--- src/hw/rtl/dlm_pkg.sv ---
package dlm_pkg;

  // default sizes
  localparam int BLOCK_BITS_DEF      = 48;
  localparam int SCALE_FRAC_BITS_DEF = 16;

  // fixed field widths
  localparam int TIME_W   = 48;
  localparam int WAIT_W   = 40;
  localparam int BCOUNT_W = 25;
  localparam int EXT_W    = 8;
  localparam int XFER_W   = 25;
  localparam int SPENT_W  = 32;
  localparam int ACC_W    = 24;
  localparam int RATE_W   = 16;
  localparam int EA_W     = EXT_W + ACC_W;

  // configuration register indexes
  localparam int CFG_IDX_W = 3;
  typedef logic [CFG_IDX_W-1:0] cfg_idx_t;
  localparam cfg_idx_t REG_ENABLED      = 3'd0;
  localparam cfg_idx_t REG_IS_SSD       = 3'd1;
  localparam cfg_idx_t REG_ACCESS_TIME  = 3'd2;
  localparam cfg_idx_t REG_READ_RATE    = 3'd3;
  localparam cfg_idx_t REG_WRITE_RATE   = 3'd4;
  localparam cfg_idx_t REG_TOTAL_BLOCKS = 3'd5;

  // timing constants
  localparam logic [TIME_W-1:0] USEC_PER_S      = 48'd1_000_000;
  localparam logic [TIME_W-1:0] IDLE_USEC_LIMIT = 48'd601_000_000;
  localparam int                SPINUP_USEC     = 8_000_000;
  localparam int                USEC_MULT_W     = 20;
  // bytes per megabit is 2^17
  localparam int                XFER_SHIFT      = 17;
  localparam int                XQ_W            = XFER_W + USEC_MULT_W - XFER_SHIFT;
  localparam logic [WAIT_W-1:0] WAIT_MAX        = {WAIT_W{1'b1}};

endpackage

--- src/hw/rtl/dlm_req_if.sv ---
interface dlm_req_if #(
  parameter int BLOCK_BITS = dlm_pkg::BLOCK_BITS_DEF
) ();
  import dlm_pkg::*;

  logic                  valid;
  logic                  ready;
  logic [BLOCK_BITS-1:0] block_number;
  logic [BCOUNT_W-1:0]   byte_count;
  logic                  is_read;
  logic [EXT_W-1:0]      extent_count;
  logic [XFER_W-1:0]     transfer_bytes;
  logic [SPENT_W-1:0]    elapsed_usec;
  logic [TIME_W-1:0]     now_usec;

  modport source (output valid, block_number, byte_count, is_read, extent_count,
                  transfer_bytes, elapsed_usec, now_usec, input ready);
  modport sink   (input valid, block_number, byte_count, is_read, extent_count,
                  transfer_bytes, elapsed_usec, now_usec, output ready);
endinterface

--- src/hw/rtl/dlm_rsp_if.sv ---
interface dlm_rsp_if ();
  import dlm_pkg::*;

  logic              valid;
  logic              ready;
  logic [WAIT_W-1:0] wait_usec;
  logic              spinup_added;

  modport source (output valid, wait_usec, spinup_added, input ready);
  modport sink   (input valid, wait_usec, spinup_added, output ready);
endinterface

--- src/hw/rtl/dlm_cfg_if.sv ---
interface dlm_cfg_if #(
  parameter int DATA_W = dlm_pkg::BLOCK_BITS_DEF
) ();
  import dlm_pkg::*;

  logic              valid;
  logic              ready;
  cfg_idx_t          index;
  logic [DATA_W-1:0] data;

  modport source (output valid, index, data, input ready);
  modport sink   (input valid, index, data, output ready);
endinterface

--- src/hw/rtl/disk_latency_model_core.sv ---
// channel | direction | word
// req     | in        | block_number, byte_count, is_read, extent_count,
//         |           | transfer_bytes, elapsed_usec, now_usec
// rsp     | out       | wait_usec, spinup_added
// cfg     | in        | index, data (register write)
//
// one request at a time; a request is worked through by the bit-serial divider and
// shift-add multiplier; the distance divide is skipped in solid state mode or when the
// distance saturates. disabled requests go from S_IDLE straight to S_DONE. rst is
// synchronous and clears the state, the configuration and device state registers and
// rsp.valid, but not the request word or datapath registers; a stalled rsp word holds,
// and a new req word is taken meanwhile.
module disk_latency_model_core #(
  parameter int BLOCK_BITS      = dlm_pkg::BLOCK_BITS_DEF,
  parameter int SCALE_FRAC_BITS = dlm_pkg::SCALE_FRAC_BITS_DEF
) (
  input logic clk,
  input logic rst,
  dlm_req_if.sink   req,
  dlm_rsp_if.source rsp,
  dlm_cfg_if.sink   cfg
);
  import dlm_pkg::*;

  localparam int BB    = BLOCK_BITS;
  localparam int F     = SCALE_FRAC_BITS;
  localparam int DW    = BB + F;
  localparam int CNT_W = $clog2(DW);
  localparam int D_W   = F + 2;
  localparam int M2_W  = F + 4;
  localparam int M3_W  = F + 5;
  localparam int MA    = EA_W;
  localparam int MB    = (M3_W > USEC_MULT_W) ? M3_W : USEC_MULT_W;
  localparam int PW    = MA + MB;
  localparam int AD_W  = PW - F;
  localparam int SUM_W = (AD_W + 1 > WAIT_W + 1) ? AD_W + 1 : WAIT_W + 1;
  localparam logic [D_W-1:0]  Q_ONE   = D_W'(1) << F;
  localparam logic [D_W-1:0]  Q_SAT   = {D_W{1'b1}};
  localparam logic [M3_W-1:0] Q_ONE3  = M3_W'(1) << F;

  typedef enum logic [3:0] {
    S_IDLE, S_PREP, S_DNORM, S_SEEK, S_SQ, S_CUBE, S_EA, S_FAC,
    S_SCALE, S_XMUL, S_XDIV, S_SUM, S_SUB, S_DONE
  } state_t;

  state_t state;

  // configuration
  logic              enabled;
  logic              is_ssd;
  logic [ACC_W-1:0]  access_time;
  logic [RATE_W-1:0] read_rate;
  logic [RATE_W-1:0] write_rate;
  logic [BB-1:0]     total_blocks;

  // device state
  logic [BB-1:0]     last_block;
  logic [TIME_W-1:0] last_done;

  // request word
  logic [BB-1:0]       blk;
  logic [BCOUNT_W-1:0] bcount;
  logic                rd;
  logic [EXT_W-1:0]    ext;
  logic [XFER_W-1:0]   xfer;
  logic [SPENT_W-1:0]  spent;
  logic [TIME_W-1:0]   now;

  // working values
  logic                spin;
  logic [D_W-1:0]      seek_d;
  logic [D_W-1:0]      mag;
  logic                neg;
  logic [M3_W-1:0]     m3;
  logic [EA_W-1:0]     ea;
  logic [AD_W-1:0]     ad;
  logic [XQ_W-1:0]     tx;
  logic [WAIT_W-1:0]   delay;
  logic [WAIT_W-1:0]   wait_val;

  // serial units
  logic [CNT_W-1:0] cnt;
  logic [MA-1:0]    mul_a;
  logic [MB-1:0]    mul_b;
  logic [PW-1:0]    mul_acc;
  logic [DW-1:0]    div_q;
  logic [BB-1:0]    div_r;
  logic [BB-1:0]    div_d;

  // multiplier step: add multiplicand into the top, shift right
  logic [MA:0]   mul_sum;
  logic [PW-1:0] mul_step;
  always_comb begin
    mul_sum  = {1'b0, mul_acc[PW-1:MB]} + (mul_b[0] ? {1'b0, mul_a} : '0);
    mul_step = {mul_sum, mul_acc[MB-1:1]};
  end

  // divider step: restoring, one quotient bit per cycle
  logic [BB:0]   div_trial;
  logic          div_ge;
  logic [BB-1:0] div_r_step;
  logic [DW-1:0] div_q_step;
  always_comb begin
    div_trial  = {div_r, div_q[DW-1]};
    div_ge     = div_trial >= {1'b0, div_d};
    div_r_step = div_ge ? BB'(div_trial - {1'b0, div_d}) : div_trial[BB-1:0];
    div_q_step = {div_q[DW-2:0], div_ge};
  end

  // request preparation
  logic [BB-1:0]     total_eff;
  logic [BB-1:0]     diff;
  logic              dist_sat;
  logic [TIME_W-1:0] idle;
  logic              spin_now;
  logic [RATE_W-1:0] rate;
  always_comb begin
    total_eff = (total_blocks == '0) ? BB'(1) : total_blocks;
    diff      = (blk > last_block) ? blk - last_block : last_block - blk;
    dist_sat  = {2'b00, diff} >= {total_eff, 2'b00};
    idle      = now - last_done;
    spin_now  = !is_ssd && (now >= last_done) && (last_done >= USEC_PER_S) &&
                (idle >= IDLE_USEC_LIMIT);
    rate      = rd ? read_rate : write_rate;
  end

  // seek factor from the registered cube
  logic [M3_W-1:0] fac;
  always_comb begin
    if (neg) begin
      fac = (m3 >= Q_ONE3) ? '0 : Q_ONE3 - m3;
    end else begin
      fac = Q_ONE3 + m3;
    end
  end

  // delay sums
  logic [SUM_W-1:0]  sum;
  logic [TIME_W:0]   done_sum;
  always_comb begin
    sum = SUM_W'(ad) + SUM_W'(tx) + (spin ? SUM_W'(SPINUP_USEC) : '0);
    done_sum = {1'b0, now} + (TIME_W + 1)'(wait_val);
  end

  assign req.ready = (state == S_IDLE);
  assign cfg.ready = 1'b1;

  // control and datapath
  always_ff @(posedge clk) begin
    if (rst) begin
      state        <= S_IDLE;
      enabled      <= 1'b0;
      is_ssd       <= 1'b0;
      access_time  <= '0;
      read_rate    <= '0;
      write_rate   <= '0;
      total_blocks <= BB'(1);
      last_block   <= '0;
      last_done    <= '0;
      rsp.valid    <= 1'b0;
      cnt          <= '0;
    end else begin
      // register writes
      if (cfg.valid) begin
        case (cfg.index)
          REG_ENABLED:      enabled      <= cfg.data[0];
          REG_IS_SSD:       is_ssd       <= cfg.data[0];
          REG_ACCESS_TIME:  access_time  <= cfg.data[ACC_W-1:0];
          REG_READ_RATE:    read_rate    <= cfg.data[RATE_W-1:0];
          REG_WRITE_RATE:   write_rate   <= cfg.data[RATE_W-1:0];
          REG_TOTAL_BLOCKS: total_blocks <= cfg.data[BB-1:0];
          default: ;
        endcase
      end

      // result taken while no new word is being loaded
      if (rsp.valid && rsp.ready && state != S_DONE) begin
        rsp.valid <= 1'b0;
      end

      case (state)
        S_IDLE: begin
          if (req.valid) begin
            blk      <= req.block_number;
            bcount   <= req.byte_count;
            rd       <= req.is_read;
            ext      <= req.extent_count;
            xfer     <= req.transfer_bytes;
            spent    <= req.elapsed_usec;
            now      <= req.now_usec;
            spin     <= 1'b0;
            wait_val <= '0;
            state    <= enabled ? S_PREP : S_DONE;
          end
        end
        S_PREP: begin
          spin <= spin_now;
          if (is_ssd) begin
            seek_d <= Q_ONE;
            state  <= S_SEEK;
          end else begin
            last_block <= blk + BB'(bcount);
            if (dist_sat) begin
              seek_d <= Q_SAT;
              state  <= S_SEEK;
            end else begin
              div_q <= {diff, {F{1'b0}}};
              div_r <= '0;
              div_d <= total_eff;
              cnt   <= CNT_W'(DW - 1);
              state <= S_DNORM;
            end
          end
        end
        S_DNORM: begin
          div_q <= div_q_step;
          div_r <= div_r_step;
          cnt   <= cnt - 1'b1;
          if (cnt == '0) begin
            seek_d <= D_W'(div_q_step);
            state  <= S_SEEK;
          end
        end
        S_SEEK: begin
          neg     <= seek_d < Q_ONE;
          mag     <= (seek_d < Q_ONE) ? Q_ONE - seek_d : seek_d - Q_ONE;
          mul_a   <= MA'((seek_d < Q_ONE) ? Q_ONE - seek_d : seek_d - Q_ONE);
          mul_b   <= MB'((seek_d < Q_ONE) ? Q_ONE - seek_d : seek_d - Q_ONE);
          mul_acc <= '0;
          cnt     <= CNT_W'(MB - 1);
          state   <= S_SQ;
        end
        S_SQ: begin
          if (cnt == '0) begin
            mul_a   <= MA'(M2_W'(mul_step >> F));
            mul_b   <= MB'(mag);
            mul_acc <= '0;
            cnt     <= CNT_W'(MB - 1);
            state   <= S_CUBE;
          end else begin
            mul_acc <= mul_step;
            mul_b   <= mul_b >> 1;
            cnt     <= cnt - 1'b1;
          end
        end
        S_CUBE: begin
          if (cnt == '0) begin
            m3      <= M3_W'(mul_step >> F);
            mul_a   <= MA'(access_time);
            mul_b   <= MB'(ext);
            mul_acc <= '0;
            cnt     <= CNT_W'(MB - 1);
            state   <= S_EA;
          end else begin
            mul_acc <= mul_step;
            mul_b   <= mul_b >> 1;
            cnt     <= cnt - 1'b1;
          end
        end
        S_EA: begin
          mul_acc <= mul_step;
          mul_b   <= mul_b >> 1;
          cnt     <= cnt - 1'b1;
          if (cnt == '0) begin
            ea    <= EA_W'(mul_step);
            state <= S_FAC;
          end
        end
        S_FAC: begin
          mul_a   <= ea;
          mul_b   <= MB'(fac);
          mul_acc <= '0;
          cnt     <= CNT_W'(MB - 1);
          state   <= S_SCALE;
        end
        S_SCALE: begin
          if (cnt == '0) begin
            ad <= AD_W'(mul_step >> F);
            if (rate == '0) begin
              tx    <= '0;
              state <= S_SUM;
            end else begin
              mul_a   <= MA'(xfer);
              mul_b   <= MB'(USEC_PER_S);
              mul_acc <= '0;
              cnt     <= CNT_W'(MB - 1);
              state   <= S_XMUL;
            end
          end else begin
            mul_acc <= mul_step;
            mul_b   <= mul_b >> 1;
            cnt     <= cnt - 1'b1;
          end
        end
        S_XMUL: begin
          if (cnt == '0) begin
            div_q <= DW'(XQ_W'(mul_step >> XFER_SHIFT)) << (DW - XQ_W);
            div_r <= '0;
            div_d <= BB'(rate);
            cnt   <= CNT_W'(XQ_W - 1);
            state <= S_XDIV;
          end else begin
            mul_acc <= mul_step;
            mul_b   <= mul_b >> 1;
            cnt     <= cnt - 1'b1;
          end
        end
        S_XDIV: begin
          div_q <= div_q_step;
          div_r <= div_r_step;
          cnt   <= cnt - 1'b1;
          if (cnt == '0) begin
            tx    <= XQ_W'(div_q_step);
            state <= S_SUM;
          end
        end
        S_SUM: begin
          delay <= (|sum[SUM_W-1:WAIT_W]) ? WAIT_MAX : sum[WAIT_W-1:0];
          state <= S_SUB;
        end
        S_SUB: begin
          wait_val <= (delay > WAIT_W'(spent)) ? delay - WAIT_W'(spent) : '0;
          state    <= S_DONE;
        end
        S_DONE: begin
          if (!rsp.valid || rsp.ready) begin
            rsp.valid        <= 1'b1;
            rsp.wait_usec    <= wait_val;
            rsp.spinup_added <= spin;
            if (enabled) begin
              last_done <= done_sum[TIME_W] ? {TIME_W{1'b1}} : done_sum[TIME_W-1:0];
            end
            state <= S_IDLE;
          end
        end
        default: state <= S_IDLE;
      endcase
    end
  end

endmodule

--- src/flat_wrapper.sv ---
// flat-port wrapper written by rule: the top's interface ports become plain ports
module disk_latency_model_core_flat import dlm_pkg::*;
#(
  parameter int BLOCK_BITS      = dlm_pkg::BLOCK_BITS_DEF,
  parameter int SCALE_FRAC_BITS = dlm_pkg::SCALE_FRAC_BITS_DEF
)
  (clk, rst, req_valid, req_block_number, req_byte_count, req_is_read, req_extent_count, req_transfer_bytes, req_elapsed_usec, req_now_usec, req_ready, rsp_valid, rsp_wait_usec, rsp_spinup_added, rsp_ready, cfg_valid, cfg_index, cfg_data, cfg_ready);
  dlm_req_if #(.BLOCK_BITS(BLOCK_BITS)) req_i ();
  dlm_rsp_if rsp_i ();
  dlm_cfg_if cfg_i ();
  input logic clk;
  input logic rst;
  input wire logic [$bits(req_i.valid)-1:0] req_valid;
  input wire logic [$bits(req_i.block_number)-1:0] req_block_number;
  input wire logic [$bits(req_i.byte_count)-1:0] req_byte_count;
  input wire logic [$bits(req_i.is_read)-1:0] req_is_read;
  input wire logic [$bits(req_i.extent_count)-1:0] req_extent_count;
  input wire logic [$bits(req_i.transfer_bytes)-1:0] req_transfer_bytes;
  input wire logic [$bits(req_i.elapsed_usec)-1:0] req_elapsed_usec;
  input wire logic [$bits(req_i.now_usec)-1:0] req_now_usec;
  output wire logic [$bits(req_i.ready)-1:0] req_ready;
  output wire logic [$bits(rsp_i.valid)-1:0] rsp_valid;
  output wire logic [$bits(rsp_i.wait_usec)-1:0] rsp_wait_usec;
  output wire logic [$bits(rsp_i.spinup_added)-1:0] rsp_spinup_added;
  input wire logic [$bits(rsp_i.ready)-1:0] rsp_ready;
  input wire logic [$bits(cfg_i.valid)-1:0] cfg_valid;
  input wire logic [$bits(cfg_i.index)-1:0] cfg_index;
  input wire logic [$bits(cfg_i.data)-1:0] cfg_data;
  output wire logic [$bits(cfg_i.ready)-1:0] cfg_ready;
  assign req_i.valid = req_valid;
  assign req_i.block_number = req_block_number;
  assign req_i.byte_count = req_byte_count;
  assign req_i.is_read = req_is_read;
  assign req_i.extent_count = req_extent_count;
  assign req_i.transfer_bytes = req_transfer_bytes;
  assign req_i.elapsed_usec = req_elapsed_usec;
  assign req_i.now_usec = req_now_usec;
  assign req_ready = req_i.ready;
  assign rsp_valid = rsp_i.valid;
  assign rsp_wait_usec = rsp_i.wait_usec;
  assign rsp_spinup_added = rsp_i.spinup_added;
  assign rsp_i.ready = rsp_ready;
  assign cfg_i.valid = cfg_valid;
  assign cfg_i.index = cfg_index;
  assign cfg_i.data = cfg_data;
  assign cfg_ready = cfg_i.ready;
  disk_latency_model_core #(.BLOCK_BITS(BLOCK_BITS), .SCALE_FRAC_BITS(SCALE_FRAC_BITS)) u_core (.clk(clk), .rst(rst), .req(req_i), .rsp(rsp_i), .cfg(cfg_i));
endmodule
--- config.mk ---
export PLATFORM = sky130hd
export DESIGN_NAME = disk_latency_model_core_flat
export DESIGN_NICKNAME = d
export VERILOG_FILES = /design/src/hw/rtl/dlm_pkg.sv /design/src/hw/rtl/dlm_req_if.sv /design/src/hw/rtl/dlm_rsp_if.sv /design/src/hw/rtl/dlm_cfg_if.sv /design/src/hw/rtl/disk_latency_model_core.sv /design/src/flat_wrapper.sv
export SDC_FILE = /design/constraint.sdc
export NUM_CORES = 2
export LEC_CHECK = 0
export BUFFER_PORTS_ARGS = -buffer_cell sky130_fd_sc_hd__clkbuf_2
export CAP_MARGIN = 20
export CORE_UTILIZATION = 65
export CTS_CLUSTER_SIZE = 40
export DETAILED_ROUTE_END_ITERATION = 10
export GPL_ROUTABILITY_DRIVEN = 0
export GPL_TIMING_DRIVEN = 0
export HOLD_SLACK_MARGIN = 0.02
export MAX_ROUTING_LAYER = met4
export PLACE_DENSITY = 0.82
export SLEW_MARGIN = 20
export SYNTH_ARGS = -nofsm -noshare
export SYNTH_HDL_FRONTEND = slang
export SYNTH_SLANG_ARGS = --single-unit
--- constraint.sdc ---
create_clock -name clk -period 44.6 [get_ports clk]
set_input_delay 0 -clock clk [delete_from_list [all_inputs] [get_ports clk]]
set_output_delay 0 -clock clk [all_outputs]
set_load 0.01 [all_outputs]
### Word-level counts from Yosys, hierarchy flattened

Index checks and enable logic that the tools add are counted.

| cells by class | value |
|---|---|
| order comparisons | 9 |
| add/sub/neg operators | 19 |
| bitwise gates (word level) | 2 |
| reductions and logical operators | 53 |
| multiplexer cells | 77 |
| equality and inequality tests | 35 |

Operator list:

| cell | number |
|---|---|
| $mux W48 | 10 |
| $pmux W53 S5 | 1 |
| $mux W53 | 4 |
| $mux W32 | 6 |
| $mux W64 | 3 |
| $pmux W64 S3 | 1 |
| $sub A48 B48 Y48 | 4 |
| $pmux W32 S5 | 1 |
| $pmux W21 S7 | 1 |
| $pmux W48 S3 | 1 |
| $mux W21 | 6 |
| $pmux W48 S2 | 1 |
| $mux W28 | 3 |
| $mux W40 | 2 |
| $pmux W40 S2 | 1 |
| $mux W18 | 4 |
| $pmux W28 S2 | 1 |
| $pmux W4 S14 | 1 |
| $ge A48 B50 Y1 | 1 |
| $add A48 B40 Y49 | 1 |
| $ge A49 B48 Y1 | 1 |
| $add A48 B25 Y48 | 1 |
| $ge A48 B20 Y1 const B | 1 |
| $ge A48 B30 Y1 const B | 1 |
| other kinds (60) | 138 |

| word-level totals | value |
|---|---|
| register bits after elaboration | 943 |
| output and inout port bits | 44 |

### Logic depth before layout (Yosys ltp)

| logic depth | value |
|---|---|
| depth after elaboration | 6 |
| mapped depth | 29 |

### Worst setup path after synthesis

No wires, ideal clock.

| timing | value |
|---|---|
| kind | register to register |
| start point | register u_core.state[3] |
| end point | register u_core.bcount[0], enable pin |
| arrival | 13479 ps |
| period minus slack after synthesis | 14442 ps |
| setup time | 963 ps |
| data required time | 43637 ps |
| cell stages (with the launch flop) | 5 |
| setup slack | 30158 ps |
| path through | dfxtp_1 -> buf_1 -> nor2_1 -> nand2_1 -> nor3_1 |

| on the way | value |
|---|---|
| cells in the longest elaborated chain, start to end | 2 |

Ends and longest elaborated chain:

| element | RTL line | text |
|---|---|---|
| start: declaration | disk_latency_model_core.sv:46 | `state_t state;` |
| start signal: assignment | disk_latency_model_core.sv:193 | `state <= enabled ? S_PREP : S_DONE;` |
| $logic_not A4 Y1 | disk_latency_model_core.sv:181 | `case (state)` |
| $reduce_and A3 Y1 (no source line) | n/a |  |
| end signal: assignment | disk_latency_model_core.sv:185 | `bcount <= req.byte_count;` |
| end: declaration | disk_latency_model_core.sv:62 | `logic [BCOUNT_W-1:0] bcount;` |

Every way passes these cells.
A chain may end at the register's enable or synchronous reset.

### Worst setup path in the final report

| timing | value |
|---|---|
| start point | register u_core.blk[2] |
| end point | register u_core.div_d[31], enable pin |

| on the way | value |
|---|---|
| cells in the longest elaborated chain, start to end | 5 |

Ends and longest elaborated chain:

| element | RTL line | text |
|---|---|---|
| start: declaration | disk_latency_model_core.sv:61 | `logic [BB-1:0] blk;` |
| start signal: assignment | disk_latency_model_core.sv:184 | `blk <= req.block_number;` |
| $sub A48 B48 Y48 or $gt A48 B48 Y1 (tied branches) | disk_latency_model_core.sv:119 | `diff = (blk > last_block) ? blk - last_block : last_block - blk;` |
| $mux W48 * | disk_latency_model_core.sv:119 |  |
| $ge A48 B50 Y1 * | disk_latency_model_core.sv:120 | `dist_sat = {2'b00, diff} >= {total_eff, 2'b00};` |
| $ne A2 B2 Y1 (no source line) * | n/a |  |
| $reduce_and A5 Y1 (no source line) * | n/a |  |
| end signal: assignment | disk_latency_model_core.sv:209 | `div_d <= total_eff;` |
| end signal: assignment | disk_latency_model_core.sv:299 | `div_d <= BB'(rate);` |
| end: declaration | disk_latency_model_core.sv:88 | `logic [BB-1:0] div_d;` |

Every way passes the cells marked *; elsewhere a longest branch is shown, timed or not.

==> impl_metrics.json <==
{
  "dp.cells": 7241,
  "grt_pass1_vias": 49800,
  "ys_ff_latch": 941,
  "hp-class": "primary input to flip-flop",
  "fin_nets": 7243,
  "met2_length_um": 82700,
  "r2r_setup_slack_ns": 33.98,
  "start_util": 0.658,
  "synth_area_leaders": "edfxtp_1 39%, ha_1 9.1%, dfxtp_1 7.6%",
  "clock-sinks": 941,
  "grt_pass1_wl_um": 279000,
  "ys_seq_area_frac": 0.465,
  "core_sq_mm": 0.0854,
  "num_vias": 51100,
  "drcViolationCount": 0,
  "worstHoldEndpoint": "u_core.xfer[18]",
  "area_growth_pct": 19.2,
  "critPathMaxStageDelay_ns": 0.78,
  "yosysUniqueCellTypes": 117,
  "rows": 107,
  "post_cts_buffers": 0,
  "p_per_area_mw_per_mm2": 58.3,
  "fmax_mhz": 94.2,
  "cts_hold_repair.buffers": 385,
  "grt_max_degree": 42,
  "top_layer": "met4",
  "rr_endpoint": "u_core.div_d[31]",
  "hold_start": "req_transfer_bytes[18]",
  "yosysMostFrequentCell": "edfxtp_1",
  "setup_violations": 0,
  "final_cells": 7839,
  "fp.dieH_um": 296,
  "worst_setup_path_start_kind": "flip-flop",
  "final_cell_area_sq_mm": 0.0670,
  "die_w_um": 296,
  "cts_tree": "built",
  "synth_top_flop_cell": "edfxtp_1",
  "cts_buffers": 99,
  "detail_route.wl_per_cell_um": 23.6,
  "dpl-instance-area_sq_mm": 0.0597,
  "antenna_found_initial": 15,
  "yosys-top-cells-count": "728 x edfxtp_1, 597 x nand2_1, 570 x a21oi_1, 422 x nor2_1, 411 x inv_1",
  "crit_type": "flip-flop to flip-flop",
  "r2r_cells": 32,
  "holdPathStages": 2,
  "cts.repair.resized": 0,
  "path_buf_inv": 10,
  "root_buffer": "clkbuf_16",
  "m1WireLength_um": 62800,
  "yosysWarnings": 0,
  "relSlewSlack": 0.0739,
  "grt.overflow.total": 0,
  "r2r_start": "u_core.blk[2]",
  "holdWs_ns": 0.0261,
  "viasPerCell": 6.52,
  "synth_edf_count": 728,
  "syn_nets": 6397,
  "hpwl_um": 128000,
  "ys_async_sr_fraction": 0,
  "worst_slew_pin_slew_ns": 1.38,
  "setup_ws_ns": 33.98,
  "crit_family": "compound AO/OA/AOI/OAI gates",
  "fill_cells": 5411,
  "grtUsageTotal": 0.431,
  "syn_avg_cell_area_sq_um": 9.79,
  "critical-path-slowest-cell": "o31ai_1",
  "min_period_ns": 10.62,
  "endpoint_kind": "flip-flop",
  "arrival_ns": 11.03,
  "synth_top_cell_by_area": "edfxtp_1",
  "drt_pass1_iterations": 9,
  "drive_above_1_share": 0.102,
  "rsz0062_at_grt": "false",
  "wl_met3_um": 22100,
  "fin_skew_ns": 0.0478,
  "drv_cap": 0,
  "dieArea_sq_mm": 0.0876,
  "vdd_drop_max_mv": 0.0474,
  "ant_nets": 0,
  "netlist.area_leader.share": 0.389,
  "dp_slack_ns": 34.78,
  "fin_setup_tns_ns": 0,
  "wl_um": 185000,
  "p_leak_nw": 26.3,
  "syn_inst": 5737,
  "pin_count": 287,
  "synthesis.area_sq_mm": 0.0562,
  "status": "finished clean",
  "cpMostUsedCell": "buf_2",
  "clock_path_buffers": 3,
  "cts.clk_slew.worst_paths_ns": 0.07,
  "clk_latency_ns": 0.72,
  "hold_viol": 0,
  "first_iter_violations": 6751,
  "port_buffers": 283,
  "post-route-period-util": 0.238,
  "critical_path_peak_fanout": 11,
  "drv_slew": 0,
  "cts_max_level": 3,
  "cp_data_required_time_ns": 45.01
}
==> state kept, by name, indices dropped and copies added, names as in the netlist, 21 cells and up <==
signal	cells
u_core.access_time	24
u_core.ad	37
u_core.bcount	25
u_core.blk	48
u_core.delay	39
u_core.div_d	48
u_core.div_q	64
u_core.div_r	48
u_core.ea	32
u_core.last_block	48
u_core.last_done	48
u_core.m3	21
u_core.mul_a	32
u_core.mul_acc	52
u_core.mul_b	21
u_core.now	48
u_core.rsp.wait_usec	40
u_core.spent	32
u_core.total_blocks	48
u_core.tx	28
u_core.wait_val	40
u_core.xfer	25
==> per-layer routing <==
| metal | GRT usage | vias to the layer above |
|---|---|---|
| li1 | - | 22700 |
| met1 | 0.478 | 23800 |
| met2 | 0.665 | 3625 |
| met3 | 0.114 | 1057 |
| met4 | 0.330 | 0 |
| met5 | - | - |
==> worst reg2reg max path, delay by kind of cell, from the launching register on <==
kind	cells	cell delay [ns]
AOI/OAI and AO/OA	15	4.43
xor gates and xnor gates	1	0.48
adders and majority gates	2	0.76
buffers and inverters	10	2.68
DFF	1	0.45
muxes	1	0.35
and+or+nand+nor	3	1.19
==> layout by cell type, fill, tap and decap left out, types with 52 or more instances in the layout <==
master           n
edfxtp_1       728
nand2_1        597
a21oi_1        570
nor2_1         420
inv_1          411
ha_1           409
dlygate4sd3_1  385
clkbuf_2       288
o21ai_0        225
dfxtp_1        213
clkbuf_1       211
xnor2_1        205
a21o_1         169
xor2_1         117
a211oi_1       109
clkbuf_16      102
nand3_1         95
nor2b_1         92
nor3_1          88
and2_1          75
nand4_1         68
and3_1          61
o21bai_1        60
a31oi_1         55
buf_4           52
==> report_power, final <==
| part | switching, mW | internal [mW] | leakage (nW) |
|---|---|---|---|
| clock | 0.378 | 0.484 | 1.60 |
| sequential | 0.0953 | 1.16 | 8.38 |
| combinational | 1.16 | 0.622 | 16.3 |
==> metrics by stage <==
stage	power, mW	util
floorplan	2.37	-
global placement	2.85	0.691
detailed placement	2.89	0.699
CTS	3.77	0.783
global route	4.04	0.784
finish	3.91	0.784
==> kinds of logic (layout without fill, tap and decap cells) <==
family | after synthesis | after routing | synth area share
compound gates | 1621 | 1621 | 0.190
other cells | 2 | 27 | 0.000134
simple gates | 1713 | 1713 | 0.144
xor+xnor | 327 | 327 | 0.0514
flops | 941 | 941 | 0.465
buf+inv | 658 | 1591 | 0.0454
fa+ha+maj | 418 | 418 | 0.0941
mux | 57 | 57 | 0.0103
==> area by class of cell <==
type | instances | area [sq um] | share of cell area
multi-input cells | 4138 | 27600 | 0.412
flip-flops and latches | 941 | 26100 | 0.390
repair buffers | 745 | 5860 | 0.0875
clock buffers | 126 | 2690 | 0.0402
inverters | 413 | 1550 | 0.0231
well taps | 1144 | 1430 | 0.0214
plain buffers | 245 | 1010 | 0.0150
clock inverters | 62 | 647 | 0.00966
diodes | 25 | 62.6 | 0.000934
==> worst max path at each step <==
stage	to	cells after the start	start	slack (ns)
floorplan	u_core.bcount[0]	4	u_core.state[3]	30.16
CTS	u_core.div_d[37]	34	u_core.blk[35]	34.71
global placement	u_core.blk[45]	4	u_core.state[0]	24.03
detailed placement	u_core.div_d[31]	34	u_core.blk[35]	34.78
finish	u_core.div_d[31]	32	u_core.blk[2]	33.98
global route	u_core.div_d[31]	32	u_core.blk[2]	33.69
Power figures use the tool's default switching activity.
